--- src/hw/rtl/odg_pkg.sv ---
// ============================================================================
// odg_pkg - shared types, constants and tables of the odometry gate
// Widths of the pose and step fields, the fixed-point angle constants, the
// arctangent table of the rotation chain and the record that moves through it.
// ============================================================================
`default_nettype none

package odg_pkg;

  // Rotation chain length and arctangent table size.
  localparam int ROTATION_STAGES = 16;
  localparam int ATAN_LEN        = 24;
  localparam int CELLS           = (ROTATION_STAGES < ATAN_LEN) ? ROTATION_STAGES : ATAN_LEN;
  localparam int STAGE_W         = $clog2(ATAN_LEN);

  // Field widths.
  localparam int POS_W   = 32;           // Q16.16 position
  localparam int HEAD_W  = 16;           // Q4.12 heading
  localparam int DIFF_W  = POS_W + 1;    // exact position difference
  localparam int ANGLE_W = HEAD_W + 2;   // exact heading difference
  localparam int TURN_W  = 17;           // reported heading change
  localparam int LIM_W   = 31;           // distance limit
  localparam int HLIM_W  = 15;           // heading limit
  localparam int SQ_W    = 2 * LIM_W;    // square of a 31-bit magnitude
  localparam int XY_W    = 31;           // rotation vector, Q.28
  localparam int Z_W     = 28;           // residual angle, Q.24

  // Configuration port.
  localparam int CFG_INDEX_W = 4;
  localparam int CFG_DATA_W  = 32;

  typedef enum logic [CFG_INDEX_W-1:0] {
    REG_DISTANCE_LIMIT = 4'd0,
    REG_HEADING_LIMIT  = 4'd1
  } cfg_reg_t;

  localparam logic [LIM_W-1:0]  DISTANCE_LIMIT_RESET = 31'd13107;
  localparam logic [HLIM_W-1:0] HEADING_LIMIT_RESET  = 15'd819;

  // Angles in Q4.12.
  localparam logic signed [ANGLE_W-1:0] PI_Q          = 18'sd12868;
  localparam logic signed [ANGLE_W-1:0] NEG_PI_Q      = -18'sd12868;
  localparam logic signed [ANGLE_W-1:0] TWO_PI_Q      = 18'sd25736;
  localparam logic signed [ANGLE_W-1:0] HALF_PI_Q     = 18'sd6434;
  localparam logic signed [ANGLE_W-1:0] NEG_HALF_PI_Q = -18'sd6434;

  // Start value of the rotation: inverse of the infinite-stage gain, Q.28.
  localparam logic signed [XY_W-1:0] CORDIC_GAIN = 31'sd163008219;

  // Record carried from cell to cell.
  typedef struct packed {
    logic                     valid;
    logic                     moved;
    logic                     flip;
    logic signed [DIFF_W-1:0] dx;
    logic signed [DIFF_W-1:0] dy;
    logic signed [TURN_W-1:0] turn;
    logic signed [XY_W-1:0]   x;
    logic signed [XY_W-1:0]   y;
    logic signed [Z_W-1:0]    z;
  } odg_cell_t;

  // atan(2^-i) in Q.24.
  function automatic logic signed [Z_W-1:0] atan_q24(input logic [STAGE_W-1:0] idx);
    logic signed [Z_W-1:0] a;
    case (idx)
      5'd0:    a = Z_W'(13176795);
      5'd1:    a = Z_W'(7778716);
      5'd2:    a = Z_W'(4110060);
      5'd3:    a = Z_W'(2086331);
      5'd4:    a = Z_W'(1047214);
      5'd5:    a = Z_W'(524117);
      5'd6:    a = Z_W'(262123);
      5'd7:    a = Z_W'(131069);
      5'd8:    a = Z_W'(65536);
      5'd9:    a = Z_W'(32768);
      5'd10:   a = Z_W'(16384);
      5'd11:   a = Z_W'(8192);
      5'd12:   a = Z_W'(4096);
      5'd13:   a = Z_W'(2048);
      5'd14:   a = Z_W'(1024);
      5'd15:   a = Z_W'(512);
      5'd16:   a = Z_W'(256);
      5'd17:   a = Z_W'(128);
      5'd18:   a = Z_W'(64);
      5'd19:   a = Z_W'(32);
      5'd20:   a = Z_W'(16);
      5'd21:   a = Z_W'(8);
      5'd22:   a = Z_W'(4);
      5'd23:   a = Z_W'(2);
      default: a = '0;
    endcase
    return a;
  endfunction

endpackage

`default_nettype wire

--- src/hw/rtl/odg_cell.sv ---
// ============================================================================
// odg_cell - one micro-rotation of the heading rotation chain
// Rotates the carried vector by +/- atan(2^-stage) toward a zero residual
// angle and registers the result together with the item's payload.
// ============================================================================
`default_nettype none

module odg_cell
  import odg_pkg::*;
(
  input  wire logic               clk,
  input  wire logic               rst,
  input  wire logic               enable,
  input  wire logic [STAGE_W-1:0] stage,
  input  wire odg_cell_t          cin,
  output odg_cell_t               cout
);

  logic signed [XY_W-1:0] x;
  logic signed [XY_W-1:0] y;
  logic signed [Z_W-1:0]  z;
  logic signed [XY_W-1:0] xs;
  logic signed [XY_W-1:0] ys;
  logic signed [Z_W-1:0]  a;
  odg_cell_t              cout_next;

  always_comb begin
    x  = cin.x;
    y  = cin.y;
    z  = cin.z;
    xs = x >>> stage;
    ys = y >>> stage;
    a  = atan_q24(stage);
    cout_next = cin;
    if (!z[Z_W-1]) begin
      cout_next.x = x - ys;
      cout_next.y = y + xs;
      cout_next.z = z - a;
    end else begin
      cout_next.x = x + ys;
      cout_next.y = y - xs;
      cout_next.z = z + a;
    end
  end

  always_ff @(posedge clk) begin
    if (rst) begin
      cout.valid <= 1'b0;
    end else if (enable) begin
      cout <= cout_next;
    end
  end

endmodule

`default_nettype wire

--- config.mk ---
export PLATFORM = sky130hd
export DESIGN_NAME = odg_cell
export DESIGN_NICKNAME = d
export VERILOG_FILES = /design/src/hw/rtl/odg_pkg.sv /design/src/hw/rtl/odg_cell.sv
export SDC_FILE = /design/constraint.sdc
export NUM_CORES = 1
export LEC_CHECK = 0
export ABC_AREA = 1
export ABC_CLOCK_PERIOD_IN_PS = 11400
export BUFFER_PORTS_ARGS = -buffer_cell sky130_fd_sc_hd__buf_2
export CORE_ASPECT_RATIO = 1.75
export CORE_MARGIN = 2
export CORE_UTILIZATION = 30
export DETAILED_ROUTE_END_ITERATION = 10
export GPL_TIMING_DRIVEN = 0
export MAX_ROUTING_LAYER = met4
export REMOVE_ABC_BUFFERS = 1
export SLEW_MARGIN = 40
export SYNTH_ARGS = -nofsm -noshare
export SYNTH_HDL_FRONTEND = slang
export SYNTH_SLANG_ARGS = --single-unit
--- constraint.sdc ---
create_clock -name clk -period 11.4 [get_ports clk]
set_clock_uncertainty 0.1 [all_clocks]
set_input_delay 1.14 -clock clk [delete_from_list [all_inputs] [get_ports clk]]
set_output_delay 1.14 -clock clk [all_outputs]
set_load 0.03 [all_outputs]
==> results of run 1 <==
## power groups by stage
stage	combinational [uW]	clock, uW	sequential, uW
detailed placement	1140	0	863
floorplan	637	0	1020
global placement	1130	0	875
CTS	1150	681	851
finish	1150	654	849
global route	1270	701	858
## path summary, 6_finish.rpt
kind / to / slack, ps / depth (start not counted)
max: cout[56]$_DFFE_PP_ / 4980 / 30
min: cout[175]$_SDFFE_PP0P_ / 370 / 2
max reg2reg: cout[175]$_SDFFE_PP0P_ / 10740 / 2
min reg2reg: cout[175]$_SDFFE_PP0P_ / 370 / 2
## synthesized netlist by cell type, types with 19 or more instances
| master | n | area share (%) |
|---|---|---|
| nand3_1 | 304 | 9.6 |
| edfxtp_1 | 175 | 33 |
| inv_1 | 172 | 4.1 |
| xnor2_1 | 50 | 2.8 |
| clkbuf_1 | 19 | 0.45 |
| a21oi_1 | 114 | 3.6 |
| xor2_1 | 91 | 5.0 |
| nand2_1 | 707 | 17 |
| nand4_1 | 19 | 0.75 |
| buf_2 | 24 | 0.75 |
| ha_1 | 107 | 8.4 |
| nor2_1 | 147 | 3.5 |
| o21ai_0 | 75 | 2.4 |
## worst min-delay path, cell delays in order (launching register included)
cell	delay, ps
dfxtp_1	310
nand2_1	60
a21oi_1	50
## through the flow
| step | util [%] | setup TNS [ps] |
|---|---|---|
| after floorplan | - | 0 |
| after global placement | 34.7 | -202030 |
| after global routing | 36.5 | 0 |
| final | 36.5 | 0 |
| after CTS | 36.4 | 0 |
| after detailed placement | 35.2 | 0 |
## final cells by class
type                            instances  area [um2]  area share (%)
Antenna cell                            8        20.0           0.105
Clock buffer                           17         425            2.23
Inverter                              177         674            3.53
Timing Repair Buffer                  371        2040            10.7
Multi-Input combinational cell       1776        9590            50.2
Tap cell                              678         848            4.44
Clock inverter                         15         218            1.14
Sequential cell                       176        5280            27.6
## cell families (layout without fill, tap and decap cells)
| kind of cell | after synthesis | after routing | share of synthesized area, % |
|---|---|---|---|
| AOI/OAI and AO/OA | 275 | 275 | 9.91 |
| xor gates and xnor gates | 141 | 141 | 7.76 |
| adders and majority gates | 110 | 110 | 8.79 |
| buffers and inverters | 248 | 580 | 6.74 |
| DFF | 176 | 176 | 33.1 |
| other | 0 | 8 | 0 |
| and+or+nand+nor | 1250 | 1250 | 33.7 |
## per-layer routing
metal / share of wire, % / routed length (um) / up-vias / GRT usage [%]
li1: - / - / 8054 / -
met1: 37 / 21100 / 7470 / 20.7
met2: 54 / 30800 / 519 / 39.3
met3: 5.3 / 3060 / 106 / 2.46
met4: 4.5 / 2590 / 0 / 10.5
met5: 0 / 0 / - / -
==> flow_metrics.tcl, run 1 <==
set metrics [dict create \
    clock-sinks 176 \
    hold_class "register to register" \
    synth-edff-count 175 \
    slowest_delay_ps 630 \
    stdcell_count 3218 \
    die_h_um 309 \
    vias 16149 \
    grt_pass1_vias 16289 \
    rows 111 \
    nNetsFinal 2813 \
    cp-start-kind "input pin" \
    ys_seq_elements 176 \
    preCtsSetupSlack_ps 4490 \
    crit_required_ps 11540 \
    grt_antenna_before_repair 9 \
    drc_errors 0 \
    rsz0062_at_grt "no" \
    drv_slew 0 \
    clock_latency_ps 460 \
    fillers 5612 \
    cts_tree "built" \
    whs_ps 366 \
    async_reset_ff_share_pct 0 \
    wl_per_cell_um 17.9 \
    p_comb_share_pct 43.3 \
    crit_buf_inv 4 \
    grt_pass1_wl_mm 85.4 \
    p_int_uw 1510 \
    dp_hpwl_mm 46.7 \
    path_common_cell "nand2_1" \
    endpoint_kind "register" \
    synth_area_per_cell_um2 7.24 \
    core_um2 52400 \
    areaGrowthSynthToFinish_pct 20.0 \
    clk_pin_slew_ps 100 \
    synth_cell_types 50 \
    ctsResizeCount 0 \
    fin_crit_ps 6420 \
    dr.pass1.iters 5 \
    cp_top_family "simple AND/OR/NAND/NOR gates" \
    drt-initial-drc-count 939 \
    p_seq_share_pct 32.0 \
    timing.final.crit_share_pct 56.3 \
    track_usage_pct 20.8 \
    crit_start "stage[0]" \
    top_regs "cout: 176 flops" \
    cp_max_fo 77 \
    seq_area_frac_synth_pct 33.1 \
    r2r_start "cout[175]$_SDFFE_PP0P_" \
    critical_path_class "input pin to register" \
    switching_share_pct 43.2 \
    arrival_ps 6550 \
    start_util_pct 30.4 \
    hold_viol 0 \
    net-switching-power_uw 1150 \
    port-buffer-count 359 \
    final_cell_mix "707 x nand2_1, 355 x buf_2, 304 x nand3_1" \
    power.density_nw_per_um2 139 \
    cts_hold_buf 0 \
    p_clk_share_pct 24.7 \
    grt-ovfl-total 0 \
    wirelength_mm 57.5 \
    cts_inserted_buffers 17 \
    fin_area_um2 19100 \
    syn_area_um2 15900 \
    die_w_um 178 \
    synth_cells 2200 \
    slew_headroom_pct 41.8 \
    outcome "finished clean" \
    maxCapViolations 0 \
    hold_start "cout[175]$_SDFFE_PP0P_" \
    critical-path-slowest-cell "nor4_1" \
    max_freq_mhz 156 \
    avgViaCountPerCell 5.02 \
    detail-route-antenna-nets 0 \
    largest-register "cout" \
    ys_warn_count 0 \
    largest_reg_flops 176 \
    io_pins 360 \
    dp_cells 3178 \
    cts-root-buf "clkbuf_16" \
    power.total_uw 2650 \
    gp_congestion 0.941 \
    layout_commonest_cell "nand2_1" \
    htree_levels 4 \
    setup_viol 0 \
    worst_slack_ps 4980 \
    grt_max_degree 78 \
    leakagePower_uw 0.00911 \
    placed_area_um2 18400 \
    synth-main-ff-cell "edfxtp_1" \
    peakVddDrop_mv 0.107 \
    clockBufferDepth 2 \
    final_layout_size_suffix_gt1_share_pct 18.4 \
    tightest_slew_ps 865 \
    cts_setup_buffers 0 \
    die_area_um2 55000 \
]
No activity file was read; power rests on OpenSTA's default activity.
==> inputs of run 2 (changes only) <==
--- a/config.mk
+++ b/config.mk
@@ -6,7 +6,7 @@
 export NUM_CORES = 1
 export LEC_CHECK = 0
 export ABC_AREA = 1
-export ABC_CLOCK_PERIOD_IN_PS = 11400
+export ABC_CLOCK_PERIOD_IN_PS = 6000
 export BUFFER_PORTS_ARGS = -buffer_cell sky130_fd_sc_hd__buf_2
 export CORE_ASPECT_RATIO = 1.75
 export CORE_MARGIN = 2
==> constraint.sdc (replaced) <==
create_clock -name clk -period 6 [get_ports clk]
set_clock_uncertainty 0.1 [all_clocks]
set_input_delay 0.6 -clock clk [delete_from_list [all_inputs] [get_ports clk]]
set_output_delay 0.6 -clock clk [all_outputs]
set_load 0.03 [all_outputs]
==> flow_metrics.tcl, run 2 (synthesis results as in run 1) <==
set metrics [dict create \
    drv_slew 0 \
    crit_required_ps 6190 \
    rsz0062_at_grt "no" \
    cts_setup_buffers 0 \
    slowest_delay_ps 410 \
    power.total_uw 5040 \
    io_pins 360 \
    power.density_nw_per_um2 264 \
    layout_commonest_cell "nand2_1" \
    peakVddDrop_mv 0.201 \
    cts_hold_buf 0 \
    clock_latency_ps 450 \
    die_area_um2 55000 \
    slew_headroom_pct 42.0 \
    drt-initial-drc-count 971 \
    nNetsFinal 2813 \
    cts_inserted_buffers 17 \
    arrival_ps 5690 \
    wl_per_cell_um 17.9 \
    stdcell_count 3218 \
    detail-route-antenna-nets 0 \
    gp_congestion 0.941 \
    cp_top_family "simple AND/OR/NAND/NOR gates" \
    dp_cells 3178 \
    port-buffer-count 359 \
    fin_crit_ps 5490 \
    path_common_cell "nand2_1" \
    cp_max_fo 58 \
    top_regs "cout: 176 flops" \
    wirelength_mm 57.6 \
    grt_max_degree 78 \
    grt_pass1_vias 16289 \
    areaGrowthSynthToFinish_pct 20.1 \
    r2r_cells 2 \
    r2r_end "cout[175]$_SDFFE_PP0P_" \
    cts_tree "built" \
    max_freq_mhz 182 \
    vias 16189 \
    crit_buf_inv 4 \
    grt_pass1_wl_mm 85.4 \
    whs_ps 198 \
    hold_viol 0 \
    worstPathCellList "buf_6, inv_4, ha_1, nand2_1, inv_1, nor2_1, inv_1, ha_1, nand2_1, nor2_1, nand2_1, nor3_2, nand2_1, nor3_2, or2_2, xor2_1, ha_1, nand2_1, o21ai_0, a21oi_1, o21bai_1, a21oi_1, o21ai_0, xor2_1" \
    fin_util_pct 36.5 \
    maxCapViolations 0 \
    r2r_start "cout[175]$_SDFFE_PP0P_" \
    fillers 5604 \
    endpoint_kind "register" \
    htree_levels 4 \
    worstHoldPathCells 1 \
    dr.pass1.iters 5 \
    drc_errors 0 \
    track_usage_pct 20.8 \
    grt_antenna_before_repair 9 \
    clock-sinks 176 \
    ctsResizeCount 0 \
    critical_path_class "input pin to register" \
    final_layout_size_suffix_gt1_share_pct 18.4 \
    critical-path-slowest-cell "ha_1" \
    finalSetupTns_ps 0 \
    avgViaCountPerCell 5.03 \
    cts-root-buf "clkbuf_16" \
    largest-register "cout" \
    die_h_um 309 \
    clockBufferDepth 2 \
    leakagePower_uw 0.00911 \
    clk_pin_slew_ps 100 \
    timing.final.crit_share_pct 91.6 \
    grt-ovfl-total 0 \
    cp-start-kind "input pin" \
    final_cell_mix "707 x nand2_1, 355 x buf_2, 304 x nand3_1" \
    largest_reg_flops 176 \
    r2r_slack_ps 5340 \
    setup_viol 0 \
    hold_class "input pin to register" \
    dp_hpwl_mm 46.7 \
    hold_start "cin[166]" \
    outcome "finished clean" \
    tightest_slew_ps 863 \
    die_w_um 178 \
    hold_end "cout[166]$_DFFE_PP_" \
    core_um2 52400 \
    rows 111 \
    start_util_pct 30.4 \
]
[run 2: cell type report]
class                   instances  area (um2)  area share (%)
diodes                          8        20.0           0.105
clock buffers                  17         425            2.23
clock inverters                15         218            1.14
inverters                     177         677            3.54
multi-input cells            1776        9600            50.2
flip-flops and latches        176        5280            27.6
well taps                     678         848            4.44
repair buffers                371        2050            10.7
[run 2: layer usage]
layer / track usage (%) / up-vias / share of wire [%]
met2: 39.3 / 520 / 53
met3: 2.46 / 109 / 5.2
met1: 20.7 / 7506 / 37
li1: - / 8054 / -
met4: 10.5 / 0 / 4.5
met5: - / - / 0
[run 2: report_power, final]
| part | leakage, uW | internal [uW] | switching [uW] |
|---|---|---|---|
| Combinational | 0.00716 | 700 | 1490 |
| Clock | 0.000308 | 586 | 657 |
| Sequential | 0.00165 | 1580 | 37.3 |
| Total | 0.00911 | 2860 | 2180 |
[run 2: how the worst max path moves through the flow]
stage | start | endpoint | slack, ps | cells after the start
2_1_floorplan | enable | cout[0]$_DFFE_PP_ | -2810 | 2
3_3_place_gp | enable | cout[118]$_DFFE_PP_ | -6040 | 3
3_5_place_dp | stage[0] | cout[56]$_DFFE_PP_ | -370 | 30
4_1_cts | stage[0] | cout[56]$_DFFE_PP_ | 140 | 30
5_1_grt | stage[1] | cout[24]$_DFFE_PP_ | 1 | 24
6_report | stage[1] | cout[24]$_DFFE_PP_ | 510 | 24
[run 2: through the flow]
stage	worst slack, ps	instance area, um2
floorplan	-2810	15500
global placement	-6040	18200
detailed placement	-374	18400
CTS	137	19100
global route	1.24	19100
finish	505	19100
==> inputs of run 3 (changes only) <==
--- a/config.mk
+++ b/config.mk
@@ -7,12 +7,11 @@
 export LEC_CHECK = 0
 export ABC_AREA = 1
 export ABC_CLOCK_PERIOD_IN_PS = 6000
-export BUFFER_PORTS_ARGS = -buffer_cell sky130_fd_sc_hd__buf_2
+export BUFFER_PORTS_ARGS = -buffer_cell sky130_fd_sc_hd__clkbuf_2
 export CORE_ASPECT_RATIO = 1.75
 export CORE_MARGIN = 2
 export CORE_UTILIZATION = 30
 export DETAILED_ROUTE_END_ITERATION = 10
-export GPL_TIMING_DRIVEN = 0
 export MAX_ROUTING_LAYER = met4
 export REMOVE_ABC_BUFFERS = 1
 export SLEW_MARGIN = 40
==> flow_metrics.tcl, run 3 (synthesis results as in run 1) <==
set metrics [dict create \
    track_usage_pct 22.2 \
    rows 111 \
    leakagePower_uw 0.00924 \
    dp_cells 3193 \
    fin_util_pct 36.5 \
    grt_antenna_before_repair 3 \
    port-buffer-count 359 \
    detail-route-antenna-nets 0 \
    cts_tree "built" \
    met2_usage_pct 40.9 \
    fin_area_um2 19100 \
    grt_pass1_wl_mm 89.9 \
    dr.pass1.iters 5 \
    dp_hpwl_mm 49.7 \
    start_util_pct 30.4 \
    finalSetupTns_ps 0 \
    largest_reg_flops 176 \
    power.density_nw_per_um2 264 \
    die_w_um 178 \
    peakVddDrop_mv 0.203 \
    hold_class "input pin to register" \
    power.total_uw 5050 \
    core_um2 52400 \
    grt_pass1_vias 16521 \
    drv_slew 0 \
    fin_crit_ps 5120 \
    crit_buf_inv 5 \
    arrival_ps 5250 \
    cts-root-buf "clkbuf_16" \
    net-switching-power_uw 2180 \
    p_clk_share_pct 24.1 \
    cp_top_family "simple AND/OR/NAND/NOR gates" \
    layout_commonest_cell "nand2_1" \
    areaGrowthSynthToFinish_pct 20.1 \
    crit_required_ps 6140 \
    final_cell_mix "707 x nand2_1, 359 x clkbuf_2, 304 x nand3_1" \
    p_int_uw 2870 \
    die_area_um2 55000 \
    die_h_um 309 \
    clk_pin_slew_ps 100 \
    top_regs "cout: 176 flops" \
    cts_setup_buffers 0 \
    grt-busiest-layer "met2" \
    cts_inserted_buffers 17 \
    ctsResizeCount 0 \
    cp_max_fo 22 \
    critical_path_class "input pin to register" \
    tightest_slew_ps 812 \
    largest-register "cout" \
    clock-sinks 176 \
    clockBufferDepth 2 \
    wl_per_cell_um 18.7 \
    p_comb_share_pct 43.8 \
    io_pins 360 \
    max_freq_mhz 195 \
    switching_share_pct 43.2 \
    critical-path-slowest-cell "nor3_1" \
    rsz0062_at_grt "no" \
    drc_errors 0 \
    grt_use_met3_pct 2.89 \
    gp_congestion 0.955 \
    clock_latency_ps 470 \
    vias 16405 \
    maxCapViolations 0 \
    stdcell_count 3227 \
    avgViaCountPerCell 5.08 \
    final_layout_size_suffix_gt1_share_pct 18.8 \
    grtUsageMet1_pct 22.2 \
    drt-initial-drc-count 986 \
    slowest_delay_ps 390 \
    grt_max_degree 108 \
    slew_headroom_pct 45.7 \
    path_common_cell "nand2_1" \
    placed_area_um2 18500 \
    htree_levels 4 \
    setup_viol 0 \
    hold_viol 0 \
    cts_hold_buf 0 \
    grt-ovfl-total 0 \
    wirelength_mm 60.5 \
    endpoint_kind "register" \
    cp-start-kind "input pin" \
    fillers 5600 \
    timing.final.crit_share_pct 85.3 \
    nNetsFinal 2828 \
    outcome "finished clean" \
    p_seq_share_pct 32.1 \
]
-- run 3: cell types whose count changed in the layout (fill, tap and decap cells not counted), sizes merged --
cell	change
buf	-343
clkbuf	+358
diode	-6
-- run 3: cell type report --
cell class              instances  area (um2)  area share, %
clock inverters                15         220           1.15
diodes                          2        5.00         0.0262
clock buffers                  17         425           2.23
inverters                     177         672           3.52
multi-input cells            1776        9580           50.1
flip-flops and latches        176        5280           27.6
well taps                     678         848           4.44
repair buffers                386        2080           10.9
-- run 3: layer usage --
| layer | part of all wire [%] | vias up |
|---|---|---|
| li1 | - | 8062 |
| met2 | 53 | 605 |
| met1 | 36 | 7606 |
| met4 | 5.7 | 0 |
| met3 | 5.1 | 132 |
| met5 | 0 | - |
-- run 3: worst paths after layout --
| path | startpoint | end | slack [ps] | depth (start not counted) |
|---|---|---|---|---|
| worst max register to register | cout[175]$_SDFFE_PP0P_ | cout[175]$_SDFFE_PP0P_ | 5340 | 2 |
| worst max-delay path | stage[1] | cout[55]$_DFFE_PP_ | 880 | 28 |
| worst min register to register | cout[175]$_SDFFE_PP0P_ | cout[175]$_SDFFE_PP0P_ | 360 | 2 |
| worst min-delay path | cin[157] | cout[157]$_DFFE_PP_ | 190 | 1 |
-- run 3: worst reg2reg max path, delay by kind of cell (launching register included) --
| family | cells | cell delay (ps) |
|---|---|---|
| AO/OA/AOI/OAI | 1 | 110 |
| flip-flops | 1 | 330 |
| AND/OR/NAND/NOR | 1 | 50 |
-- run 3: per-stage QoR --
step / hold slack [ps] / setup WS (ps)
floorplan: 479 / -2810
global placement: 351 / 511
detailed placement: 356 / 422
CTS: 154 / 938
global route: 165 / 591
finish: 187 / 884
-- run 3: power groups by stage --
stage / Sequential (uW) / Clock (uW) / Combinational (uW)
2_1_floorplan: 1950 / 0 / 1210
3_3_place_gp: 1650 / 0 / 2200
3_5_place_dp: 1650 / 0 / 2210
4_1_cts: 1620 / 1270 / 2220
5_1_grt: 1640 / 1300 / 2450
6_report: 1620 / 1220 / 2210
